<file path="config.mk">
export PLATFORM = sky130hd
export DESIGN_NAME = hotkey_chord_autorepeat_top_flat
export DESIGN_NICKNAME = d
export VERILOG_FILES = /design/src/rtl/hca_pkg.sv /design/src/rtl/hca_if.sv /design/src/rtl/hca_front.sv /design/src/rtl/hca_queue.sv /design/src/rtl/hca_back.sv /design/src/rtl/hotkey_chord_autorepeat_top.sv /design/src/flat_wrapper.sv
export SDC_FILE = /design/constraint.sdc
export NUM_CORES = 1
export LEC_CHECK = 0
export CORE_MARGIN = 2
export CORE_UTILIZATION = 58
export DETAILED_ROUTE_END_ITERATION = 10
export DONT_BUFFER_PORTS = 1
export PLACE_DENSITY_LB_ADDON = 0.08
export SYNTH_ARGS = -nofsm -noshare
export SYNTH_HDL_FRONTEND = slang
export SYNTH_SLANG_ARGS = --single-unit
</file>
<file path="constraint.sdc">
create_clock -name clock -period 4.2 [get_ports clock]
set_input_delay 0.21 -clock clock [delete_from_list [all_inputs] [get_ports clock]]
set_output_delay 0.21 -clock clock [all_outputs]
set_load 0.05 [all_outputs]
</file>
<file path="src/rtl/hca_pkg.sv">
package hca_pkg;

   localparam int TIME_BITS     = 32;
   localparam int DEADLINE_BITS = TIME_BITS + 1;
   localparam int NOW_BITS      = 32;
   localparam int CFG_BITS      = 16;
   localparam int CSR_IDX_BITS  = 1;
   localparam int QUEUE_DEPTH   = 2;
   localparam int QPTR_BITS     = (QUEUE_DEPTH > 1) ? $clog2(QUEUE_DEPTH) : 1;
   localparam int QCNT_BITS     = $clog2(QUEUE_DEPTH + 1);

   localparam logic [CFG_BITS-1:0] INITIAL_DELAY_RESET = CFG_BITS'(350);
   localparam logic [CFG_BITS-1:0] REPEAT_INTERVAL_RESET = CFG_BITS'(80);

   typedef enum logic [1:0] {
      EV_NONE = 2'd0,
      EV_SHOT = 2'd1,
      EV_UP   = 2'd2,
      EV_DOWN = 2'd3
   } event_type;

   typedef enum logic [1:0] {
      DIR_NONE = 2'd0,
      DIR_UP   = 2'd1,
      DIR_DOWN = 2'd2
   } dir_type;

   typedef enum logic [CSR_IDX_BITS-1:0] {
      CSR_INITIAL_DELAY   = 1'b0,
      CSR_REPEAT_INTERVAL = 1'b1
   } csr_index_type;

   typedef struct packed {
      logic [CFG_BITS-1:0] initial_delay;
      logic [CFG_BITS-1:0] repeat_interval;
   } cfg_type;

   typedef struct packed {
      logic                 shot_chord;
      logic                 shot_ok;
      logic                 scroll_chord;
      dir_type              dir;
      logic [TIME_BITS-1:0] now;
   } cls_type;

   typedef struct packed {
      logic                 full;
      logic                 empty;
      logic [QCNT_BITS-1:0] count;
   } queue_stat_type;

   typedef struct packed {
      logic    baseline;
      logic    scroll_prev;
      logic    armed;
      dir_type held_dir;
      logic    deadline_zero;
   } back_stat_type;

   function automatic event_type dir_event(input dir_type dir);
      event_type ev;
      unique case (dir)
         DIR_UP:   ev = EV_UP;
         DIR_DOWN: ev = EV_DOWN;
         default:  ev = EV_NONE;
      endcase
      return ev;
   endfunction

endpackage

</file>
<file path="src/rtl/hca_if.sv">
interface hca_req_if;
   import hca_pkg::*;
   logic                valid;
   logic                ready;
   logic                fn_key;
   logic                shift_key;
   logic                command_key;
   logic                control_key;
   logic                option_key;
   logic                up_key;
   logic                down_key;
   logic [NOW_BITS-1:0] now_ms;

   modport source (output valid, fn_key, shift_key, command_key, control_key, option_key,
                   up_key, down_key, now_ms, input ready);
   modport sink (input valid, fn_key, shift_key, command_key, control_key, option_key,
                 up_key, down_key, now_ms, output ready);
endinterface

interface hca_rsp_if;
   logic       valid;
   logic       ready;
   logic [1:0] event_code;

   modport source (output valid, event_code, input ready);
   modport sink (input valid, event_code, output ready);
endinterface

</file>
<file path="src/rtl/hca_front.sv">
module hca_front (
   hca_req_if.sink           req_ch,
   input  logic              queue_full,
   output logic              push,
   output hca_pkg::cls_type  push_data
);
   import hca_pkg::*;

   logic blocked;
   logic shot_chord;
   logic scroll_chord;

   assign req_ch.ready = !queue_full;
   assign push         = req_ch.valid && !queue_full;

   assign blocked      = req_ch.command_key || req_ch.control_key || req_ch.option_key;
   assign shot_chord   = req_ch.fn_key && req_ch.shift_key;
   assign scroll_chord = req_ch.fn_key && (req_ch.up_key || req_ch.down_key);

   always_comb begin
      push_data.shot_chord   = shot_chord;
      push_data.shot_ok      = shot_chord && !blocked && !req_ch.up_key && !req_ch.down_key;
      push_data.scroll_chord = scroll_chord;
      push_data.now          = req_ch.now_ms[TIME_BITS-1:0];
      if (scroll_chord && !blocked && !req_ch.shift_key && (req_ch.up_key != req_ch.down_key)) begin
         push_data.dir = req_ch.up_key ? DIR_UP : DIR_DOWN;
      end else begin
         push_data.dir = DIR_NONE;
      end
   end
endmodule

</file>
<file path="src/rtl/hca_queue.sv">
module hca_queue (
   input  logic                    clock,
   input  logic                    reset,
   input  logic                    push,
   input  hca_pkg::cls_type        push_data,
   input  logic                    pop,
   output hca_pkg::cls_type        pop_data,
   output hca_pkg::queue_stat_type stat
);
   import hca_pkg::*;

   cls_type              mem_ff [QUEUE_DEPTH];
   logic [QPTR_BITS-1:0] wr_ptr_ff, wr_ptr_in;
   logic [QPTR_BITS-1:0] rd_ptr_ff, rd_ptr_in;
   logic [QCNT_BITS-1:0] count_ff, count_in;

   function automatic logic [QPTR_BITS-1:0] next_ptr(input logic [QPTR_BITS-1:0] ptr);
      logic [QPTR_BITS-1:0] nxt;
      if (ptr == QPTR_BITS'(QUEUE_DEPTH - 1)) begin
         nxt = '0;
      end else begin
         nxt = ptr + QPTR_BITS'(1);
      end
      return nxt;
   endfunction

   assign stat.count = count_ff;
   assign stat.empty = (count_ff == '0);
   assign stat.full  = (count_ff == QCNT_BITS'(QUEUE_DEPTH));
   assign pop_data   = mem_ff[rd_ptr_ff];

   always_comb begin
      wr_ptr_in = push ? next_ptr(wr_ptr_ff) : wr_ptr_ff;
      rd_ptr_in = pop ? next_ptr(rd_ptr_ff) : rd_ptr_ff;
      count_in  = count_ff;
      if (push && !pop) begin
         count_in = count_ff + QCNT_BITS'(1);
      end else if (pop && !push) begin
         count_in = count_ff - QCNT_BITS'(1);
      end
   end

   always_ff @(posedge clock) begin
      if (reset) begin
         wr_ptr_ff <= '0;
         rd_ptr_ff <= '0;
         count_ff  <= '0;
      end else begin
         wr_ptr_ff <= wr_ptr_in;
         rd_ptr_ff <= rd_ptr_in;
         count_ff  <= count_in;
      end
   end

   always_ff @(posedge clock) begin
      if (push) begin
         mem_ff[wr_ptr_ff] <= push_data;
      end
   end
endmodule

</file>
<file path="src/rtl/hca_back.sv">
module hca_back (
   input  logic                   clock,
   input  logic                   reset,
   input  hca_pkg::cfg_type       cfg,
   input  logic                   queue_empty,
   input  hca_pkg::cls_type       pop_data,
   output logic                   pop,
   hca_rsp_if.source              rsp_ch,
   output hca_pkg::back_stat_type stat
);
   import hca_pkg::*;

   logic                     baseline_ff, baseline_in;
   logic                     shot_prev_ff, shot_prev_in;
   logic                     scroll_prev_ff, scroll_prev_in;
   logic                     armed_ff, armed_in;
   dir_type                  held_dir_ff, held_dir_in;
   logic [DEADLINE_BITS-1:0] deadline_ff, deadline_in;
   logic                     rsp_valid_ff, rsp_valid_in;
   event_type                event_ff, event_in;

   logic [DEADLINE_BITS-1:0] now_wide;
   logic                     due;

   assign pop      = !queue_empty && (!rsp_valid_ff || rsp_ch.ready);
   assign now_wide = {1'b0, pop_data.now};
   assign due      = (now_wide >= deadline_ff);

   assign rsp_ch.valid      = rsp_valid_ff;
   assign rsp_ch.event_code = event_ff;

   assign stat.baseline      = baseline_ff;
   assign stat.scroll_prev   = scroll_prev_ff;
   assign stat.armed         = armed_ff;
   assign stat.held_dir      = held_dir_ff;
   assign stat.deadline_zero = (deadline_ff == '0);

   always_comb begin
      baseline_in    = baseline_ff;
      shot_prev_in   = shot_prev_ff;
      scroll_prev_in = scroll_prev_ff;
      armed_in       = armed_ff;
      held_dir_in    = held_dir_ff;
      deadline_in    = deadline_ff;
      event_in       = event_ff;
      rsp_valid_in   = rsp_valid_ff && !rsp_ch.ready;
      if (pop) begin
         rsp_valid_in   = 1'b1;
         event_in       = EV_NONE;
         baseline_in    = 1'b1;
         shot_prev_in   = pop_data.shot_chord;
         scroll_prev_in = pop_data.scroll_chord;
         if (baseline_ff && pop_data.shot_chord && !shot_prev_ff && pop_data.shot_ok) begin
            event_in = EV_SHOT;
         end
         priority if (!baseline_ff) begin
            armed_in = 1'b0;
         end else if (pop_data.scroll_chord && !scroll_prev_ff) begin
            if (pop_data.dir != DIR_NONE) begin
               armed_in    = 1'b1;
               held_dir_in = pop_data.dir;
               deadline_in = now_wide + DEADLINE_BITS'(cfg.initial_delay);
               event_in    = dir_event(pop_data.dir);
            end else begin
               armed_in = 1'b0;
            end
         end else if (!pop_data.scroll_chord) begin
            armed_in    = 1'b0;
            held_dir_in = DIR_NONE;
            deadline_in = '0;
         end else if (armed_ff) begin
            if (pop_data.dir != held_dir_ff) begin
               armed_in = 1'b0;
            end else if (due) begin
               deadline_in = now_wide + DEADLINE_BITS'(cfg.repeat_interval);
               event_in    = dir_event(pop_data.dir);
            end
         end
      end
   end

   always_ff @(posedge clock) begin
      if (reset) begin
         baseline_ff    <= 1'b0;
         shot_prev_ff   <= 1'b0;
         scroll_prev_ff <= 1'b0;
         armed_ff       <= 1'b0;
         held_dir_ff    <= DIR_NONE;
         deadline_ff    <= '0;
         rsp_valid_ff   <= 1'b0;
      end else begin
         baseline_ff    <= baseline_in;
         shot_prev_ff   <= shot_prev_in;
         scroll_prev_ff <= scroll_prev_in;
         armed_ff       <= armed_in;
         held_dir_ff    <= held_dir_in;
         deadline_ff    <= deadline_in;
         rsp_valid_ff   <= rsp_valid_in;
      end
   end

   always_ff @(posedge clock) begin
      event_ff <= event_in;
   end
endmodule

</file>
<file path="src/rtl/hotkey_chord_autorepeat_top.sv">
// Key chord detector with auto-repeat. Each request is one poll of the keys with a
// millisecond timestamp, and each gives exactly one response with an event code (none,
// screenshot, scroll up, scroll down). While responses are taken, the block sustains one
// request per clock: the front classifies a poll in the cycle it is accepted and writes it
// to a two-entry queue, the back pops one entry per cycle, updates the chord and repeat
// state with one add and one compare, and registers the response. While a response waits,
// the queue keeps taking requests until both entries fill. The delay and interval registers
// are to be written through the csr port while no poll is in flight; the block does not enforce it.
module hotkey_chord_autorepeat_top (
   input  logic                                     clock,
   input  logic                                     reset,
   hca_req_if.sink                                  req_ch,
   hca_rsp_if.source                                rsp_ch,
   input  logic                                     csr_wr_en,
   input  logic [hca_pkg::CSR_IDX_BITS-1:0]         csr_index,
   input  logic [hca_pkg::CFG_BITS-1:0]             csr_wr_data
);
   import hca_pkg::*;

   cfg_type        cfg_ff, cfg_in;
   logic           push;
   logic           pop;
   cls_type        push_data;
   cls_type        pop_data;
   queue_stat_type q_stat;
   back_stat_type  b_stat;

   always_comb begin
      cfg_in = cfg_ff;
      if (csr_wr_en) begin
         unique case (csr_index_type'(csr_index))
            CSR_INITIAL_DELAY:   cfg_in.initial_delay   = csr_wr_data;
            CSR_REPEAT_INTERVAL: cfg_in.repeat_interval = csr_wr_data;
            default:             cfg_in = cfg_ff;
         endcase
      end
   end

   always_ff @(posedge clock) begin
      if (reset) begin
         cfg_ff.initial_delay   <= INITIAL_DELAY_RESET;
         cfg_ff.repeat_interval <= REPEAT_INTERVAL_RESET;
      end else begin
         cfg_ff <= cfg_in;
      end
   end

   hca_front u_front (
      .req_ch     (req_ch),
      .queue_full (q_stat.full),
      .push       (push),
      .push_data  (push_data)
   );

   hca_queue u_queue (
      .clock     (clock),
      .reset     (reset),
      .push      (push),
      .push_data (push_data),
      .pop       (pop),
      .pop_data  (pop_data),
      .stat      (q_stat)
   );

   hca_back u_back (
      .clock       (clock),
      .reset       (reset),
      .cfg         (cfg_ff),
      .queue_empty (q_stat.empty),
      .pop_data    (pop_data),
      .pop         (pop),
      .rsp_ch      (rsp_ch),
      .stat        (b_stat)
   );

`ifndef SYNTHESIS
   a_armed_has_dir: assert property (@(posedge clock) disable iff (reset)
      b_stat.armed |-> (b_stat.held_dir != DIR_NONE))
      else $error("repeat armed without a held direction");

   a_released_disarmed: assert property (@(posedge clock) disable iff (reset)
      (!b_stat.baseline || !b_stat.scroll_prev) |-> !b_stat.armed)
      else $error("repeat armed while scroll chord released");

   a_no_dir_no_deadline: assert property (@(posedge clock) disable iff (reset)
      (b_stat.held_dir == DIR_NONE) |-> b_stat.deadline_zero)
      else $error("deadline kept without a held direction");

   a_queue_bounded: assert property (@(posedge clock) disable iff (reset)
      (q_stat.full && !pop) |=> !push)
      else $error("request taken into a full queue");

   a_count_bounded: assert property (@(posedge clock) disable iff (reset)
      q_stat.count <= QCNT_BITS'(QUEUE_DEPTH))
      else $error("queue count beyond depth");
`endif
endmodule
</file>
<file path="src/flat_wrapper.sv">
// flat-port wrapper written by rule: the top's interface ports become plain ports
module hotkey_chord_autorepeat_top_flat import hca_pkg::*;
  (clock, reset, csr_wr_en, csr_index, csr_wr_data, req_ch_valid, req_ch_fn_key, req_ch_shift_key, req_ch_command_key, req_ch_control_key, req_ch_option_key, req_ch_up_key, req_ch_down_key, req_ch_now_ms, req_ch_ready, rsp_ch_valid, rsp_ch_event_code, rsp_ch_ready);
  hca_req_if req_ch_i ();
  hca_rsp_if rsp_ch_i ();
  input  logic clock;
  input  logic reset;
  input  logic csr_wr_en;
  input  logic [hca_pkg::CSR_IDX_BITS-1:0] csr_index;
  input  logic [hca_pkg::CFG_BITS-1:0] csr_wr_data;
  input wire logic [$bits(req_ch_i.valid)-1:0] req_ch_valid;
  input wire logic [$bits(req_ch_i.fn_key)-1:0] req_ch_fn_key;
  input wire logic [$bits(req_ch_i.shift_key)-1:0] req_ch_shift_key;
  input wire logic [$bits(req_ch_i.command_key)-1:0] req_ch_command_key;
  input wire logic [$bits(req_ch_i.control_key)-1:0] req_ch_control_key;
  input wire logic [$bits(req_ch_i.option_key)-1:0] req_ch_option_key;
  input wire logic [$bits(req_ch_i.up_key)-1:0] req_ch_up_key;
  input wire logic [$bits(req_ch_i.down_key)-1:0] req_ch_down_key;
  input wire logic [$bits(req_ch_i.now_ms)-1:0] req_ch_now_ms;
  output wire logic [$bits(req_ch_i.ready)-1:0] req_ch_ready;
  output wire logic [$bits(rsp_ch_i.valid)-1:0] rsp_ch_valid;
  output wire logic [$bits(rsp_ch_i.event_code)-1:0] rsp_ch_event_code;
  input wire logic [$bits(rsp_ch_i.ready)-1:0] rsp_ch_ready;
  assign req_ch_i.valid = req_ch_valid;
  assign req_ch_i.fn_key = req_ch_fn_key;
  assign req_ch_i.shift_key = req_ch_shift_key;
  assign req_ch_i.command_key = req_ch_command_key;
  assign req_ch_i.control_key = req_ch_control_key;
  assign req_ch_i.option_key = req_ch_option_key;
  assign req_ch_i.up_key = req_ch_up_key;
  assign req_ch_i.down_key = req_ch_down_key;
  assign req_ch_i.now_ms = req_ch_now_ms;
  assign req_ch_ready = req_ch_i.ready;
  assign rsp_ch_valid = rsp_ch_i.valid;
  assign rsp_ch_event_code = rsp_ch_i.event_code;
  assign rsp_ch_i.ready = rsp_ch_ready;
  hotkey_chord_autorepeat_top u_core (.clock(clock), .reset(reset), .req_ch(req_ch_i), .rsp_ch(rsp_ch_i), .csr_wr_en(csr_wr_en), .csr_index(csr_index), .csr_wr_data(csr_wr_data));
endmodule
</file>
**Yosys cells after proc, flatten, opt, wreduce, memory -nomap -nowiden**

Memory sizes are Yosys's and may differ from the RTL's. A register that Yosys moved wholly into a read port is not among the register bits.
Cells that the tools add are included.

- Bits in registers: 78
- RAM bits: 74
- Logic and storage cells: 107
- Output and inout port bits: 4
- Memories: 1
- Input port bits: 61

Memories:

| memory | depth | bits a word | rd ports | clocked after memory_dff | write ports | RTL line | RTL |
|---|---|---|---|---|---|---|---|
| u_core.u_queue.mem_ff | 2 | 37 | 1 | 1 | 1 | hca_queue.sv:12 | `cls_type mem_ff [QUEUE_DEPTH];` |

- Eq/ne operators: 10
- Magnitude comparators: 1
- Reductions and logical operators: 40
- Add/sub/neg operators: 6
- Muxes and demuxes: 35
- Bitwise logic cells: 1

Operator list:

| kind | count |
|---|---|
| 2-to-1 mux 33 bit | 6 |
| adder 32 x 16 -> 33 bit | 2 |
| >= comparator 32 x 33 -> 1 bit | 1 |
| 2-to-1 mux 2 bit | 14 |
| logical AND 1 bit | 17 |
| 2-to-1 mux 1 bit | 14 |
| zero test 1 bit | 12 |
| != test 3 x 1 -> 1 bit (second input constant) | 2 |
| AND reduction 6 bit | 1 |
| == test 2 bit (second input constant) | 2 |
| logical OR 1 bit | 4 |
| != test 2 x 1 -> 1 bit (second input constant) | 2 |
| one-hot mux 2 bit (2 select lines) | 1 |
| AND reduction 2 bit | 2 |
| AND reduction 4 bit | 1 |
| nonzero test 2 bit | 2 |
| != test 3 bit (second input constant) | 1 |
| adder 1 bit (second input constant) | 2 |
| adder 2 x 1 -> 2 bit (second input constant) | 1 |
| == test 2 x 1 -> 1 bit (second input constant) | 1 |
| zero test 2 bit | 1 |
| != test 2 bit | 1 |
| subtractor 2 x 1 -> 2 bit (second input constant) | 1 |
| != test 1 bit | 1 |
| inverter 1 bit | 1 |

**Logic depth before layout (Yosys ltp)**

- Depth after elaboration: 10
- Gate-level depth with buffers: 18
- Mapped depth without buffers: 12

**Hierarchy**

From an unflattened synthesis, not the netlist that was laid out.

- Cell total of the unflattened synthesis: 908
- Area total of the unflattened synthesis: 9091.2 um^2

Modules (own cells, without submodules):

| module | times used | cells each | area each (um^2) |
|---|---|---|---|
| hca_back | 1 | 594 | 4536.9 |
| hca_queue | 1 | 137 | 2885.3 |
| hotkey_chord_autorepeat_top | 1 | 130 | 1317.5 |
| hca_front | 1 | 47 | 351.6 |

**Worst setup path after synthesis**

OpenSTA, ideal clock, no wires.

- Kind: reg-to-reg
- From: register with a tool-made name
- To: register u_core.u_back.deadline_ff[24]
- Arrival time: 3839 ps
- Clock period less this slack: 3956 ps
- Path buffers: 6
- Cell stages (with the launch flop): 18
- Slack: 244 ps
- Required time: 4083 ps
- Library setup time: 117 ps
- Cell sequence: dfxtp_1 buf_6 buf_12 buf_6 clkbuf_1 buf_1 mux2i_1 inv_1 ha_1 fa_1 a21o_1 a22o_1 o211ai_1 a41oi_1 o21a_1 buf_2 a21o_1 a32o_1

RTL lines:

| element | RTL line | RTL |
|---|---|---|
| to (signal assigned) | hca_back.sv:97 | `deadline_ff <= deadline_in;` |
| to (decl) | hca_back.sv:18 | `logic [DEADLINE_BITS-1:0] deadline_ff, deadline_in;` |

==> results.py <==
metrics = {
    "setup_path": {
        "criticalPathCategory": "register to register",
        "path_cells": "mux2i_1 > inv_1 > ha_1 > inv_1 > fa_1 > nor2b_1 > o31a_1 > o21ai_0 > a21oi_1 > o21a_1 > nand3_1 > a32o_1",
        "worstPathArrival_ns": 4.06,
        "slowest_delay_ns": 0.65,
        "path_max_fanout": 16,
        "crit_buf_inv": 2,
        "crit_family": "compound AO/OA/AOI/OAI gates",
        "critPathRequiredTime_ns": 4.52,
        "crit_path_frequent_cell": "inv_1",
        "crit_path_start_kind": "register",
        "end_kind": "register",
        "cp_slowest_cell": "dfxtp_2",
    },
    "place": {
        "place.detailed.hpwl_mm": 15.0,
        "port_buffers": 0,
        "dpl.cell_count": 1063,
        "placed_area_sq_um": 8990,
        "dp_slack_ns": 0.502,
        "gp_congestion": 0.974,
    },
    "die": {
        "start_util_pct": 58.7,
        "dieArea_sq_um": 16200,
        "die_w_microns": 127,
        "rows": 45,
        "pin_count": 65,
        "die_h_microns": 127,
        "coreArea_sq_um": 15000,
    },
    "global_route": {
        "grt_overflow": 0,
        "grt_max_degree": 56,
        "grtUsageTotal_pct": 26.1,
        "antenna_found_initial": 0,
        "grt_pass1_wl_mm": 33.0,
        "first_global_vias": 6723,
    },
    "power_and_ir_drop": {
        "p_leak_nw": 3.81,
        "peakVddDrop_uv": 537,
        "p_per_area_nw_per_um2": 604,
        "power_mw": 6.10,
    },
    "synth": {
        "yosys.area_share.simple_pct": 15.4,
        "synth_async_sr_flop_share_pct": 0,
        "synth-xor-area-share_pct": 2.78,
        "syn_inst": 898,
        "synth_edf_count": 76,
        "synth_fa_ha_area_share_pct": 10.1,
        "yosys_warnings": 0,
        "synth_cell_types": 84,
        "ys_seq_area_share_pct": 43.3,
        "synth_compound_area_share_pct": 19.1,
        "muxShareOfSynthArea_pct": 5.14,
        "ys_seq_elements": 153,
        "synth.avg_cell_area_sq_um": 9.83,
        "synth_top_family_by_area": "compound AO/OA/AOI/OAI gates",
        "syn_area_sq_um": 8830,
        "ys.flop_type": "dfxtp_1",
        "syn-num-nets": 1029,
    },
    "outcome": {
        "status": "finished clean",
    },
    "route": {
        "drc": 0,
        "wl_mm": 20.8,
        "vias": 7023,
        "initialDrtViolationCount": 562,
        "via_per_inst": 6.13,
        "postRouteAntennaNets": 0,
        "drt_pass1_iterations": 5,
        "drt-wirelength-per-cell_microns": 18.2,
    },
    "clocking": {
        "postCtsSetupBuffers": 0,
        "clock_latency_ns": 0.42,
        "tritoncts": "built",
        "clk_pin_slew_ns": 0.06,
        "cts_max_level": 4,
        "cts_buffers": 17,
        "cts-root-buf": "clkbuf_16",
        "clkSinkCount": 153,
        "clockBufferDepth": 2,
    },
    "cells_and_area": {
        "final_util_pct": 67.2,
        "fin_area_sq_um": 10100,
        "n_fill_cell": 1163,
        "final_common_cell": "nand2_1",
        "area_delta_synth_final_pct": 14.4,
        "final_cell_mix": "nand2_1 (106), a21oi_1 (76), dfxtp_1 (76), edfxtp_1 (76), ha_1 (68)",
        "antenna_cells": 0,
        "instances_no_fill": 1146,
        "layout.nets": 1076,
        "drive_gt1_share_pct": 9.71,
    },
    "sta": {
        "finalCritPeriodShare_pct": 89.1,
        "setup_viol": 0,
        "fin_crit_ns": 3.74,
        "worstMarginPinSlew_ns": 1.15,
        "setup_tns_ns": 0,
        "relSlewSlack_pct": 23.2,
        "setup_ws_ns": 0.457,
        "fin_worst_hold_slack_ns": 0.0290,
        "skew_ns": 0.00759,
        "clock.fmax_ghz": 0.267,
        "drv_slew": 0,
        "hold_violations": 0,
        "rsz0062_at_grt": "false",
    },
    "flow_run": {
        "drv_cap": 0,
    },
    "hold_path": {
        "hold_class": "input port to register",
    },
}
==> cell families (layout without fill, tap and decap cells) <==
kind of cell,after synthesis,count (layout)
fa+ha+maj,70,70
xor+xnor,28,28
flops,153,153
mux,41,41
buf+inv,87,147
compound gates,247,247
simple gates,272,272
==> Yosys cell counts (all sizes together) (3+ instances only) <==
cell	count	share of area, %
nand2	106	4.5
a21oi	78	4.5
dfxtp	77	17
edfxtp	76	26
ha	68	9.6
nor2	60	2.6
inv	54	2.3
o21ai	45	2.6
mux2	22	2.8
mux2i	19	2.3
a21o	18	1.5
clkbuf	18	0.78
nand3	17	0.96
a211oi	14	1.3
buf	14	1.1
xnor2	14	1.4
xor2	14	1.4
a32o	13	1.5
nand3b	12	1.0
nor3	12	0.68
a22o	11	1.2
nor2b	9	0.64
a31oi	8	0.57
nand2b	8	0.65
nand4	8	0.64
o21a	8	0.68
and2	7	0.50
and3	7	0.50
o211ai	7	0.60
or4	7	0.60
a311oi	5	0.50
or2	5	0.35
a211o	4	0.40
and4	4	0.41
o31ai	4	0.50
a221oi	3	0.37
a32oi	3	0.30
o2111ai	3	0.30
o21bai	3	0.26
o31a	3	0.30
==> power by group <==
part | switching [mW] | internal (mW) | leakage (nW) | total, mW
Sequential | 0.189 | 1.80 | 1.34 | 1.99
Clock | 0.652 | 0.888 | 0.289 | 1.54
Combinational | 1.55 | 1.02 | 2.18 | 2.57
==> path summary, 6_finish.rpt <==
kind / startpoint / endpoint / slack, ns / depth (start not counted)
worst min-delay path: rsp_ch_ready / u_core.u_back.rsp_ch.valid / 0.03 / 2
worst min register to register: u_core.cfg_ff[21] / u_core.cfg_ff[21] / 0.47 / 2
worst max register to register: register / u_core.u_back.deadline_ff[24] / 0.46 / 12
worst max-delay path: register / u_core.u_back.deadline_ff[24] / 0.46 / 12
==> final cells by class <==
| class | instances | area, sq um | share of cell area [%] |
|---|---|---|---|
| clock inverters | 15 | 163 | 1.61 |
| repair buffers | 60 | 601 | 5.95 |
| flip-flops and latches | 153 | 3820 | 37.9 |
| inverters | 55 | 206 | 2.04 |
| multi-input cells | 658 | 4640 | 46.0 |
| clock buffers | 17 | 425 | 4.21 |
| well taps | 188 | 235 | 2.33 |
==> what timing repair did <==
item,4_1_cts,5_1_grt
endpoints found under the hold margin,123,0
gates resized for setup,0,0
hold buffers,51,0
==> metal layers <==
metal  up-vias  global-route usage, %  part of all wire, %
met5         -                      0                    0
met4         0                   9.05                  2.0
met3        31                   3.64                  4.6
met2       225                   44.0                   48
met1      3361                   34.5                   46
li1       3406                      -                    -
==> sequential cells by signal, summed over array words and instances, names as in the netlist, named ones only <==
register	count
u_core.cfg_ff	32
u_core.u_back.rsp_ch.event_code	2
u_core.u_back.deadline_ff	33
u_core.u_back.rsp_ch.valid	1
u_core.u_back.shot_prev_ff	1
u_core.u_queue.mem_ff	74
u_core.u_queue.rd_ptr_ff	1
u_core.u_back.scroll_prev_ff	1
u_core.u_queue.count_ff	2
u_core.u_back.held_dir_ff	2
u_core.u_queue.wr_ptr_ff	1
u_core.u_back.armed_ff	1
u_core.u_back.baseline_ff	1
Note: power is estimated with default switching activity, not from simulation.
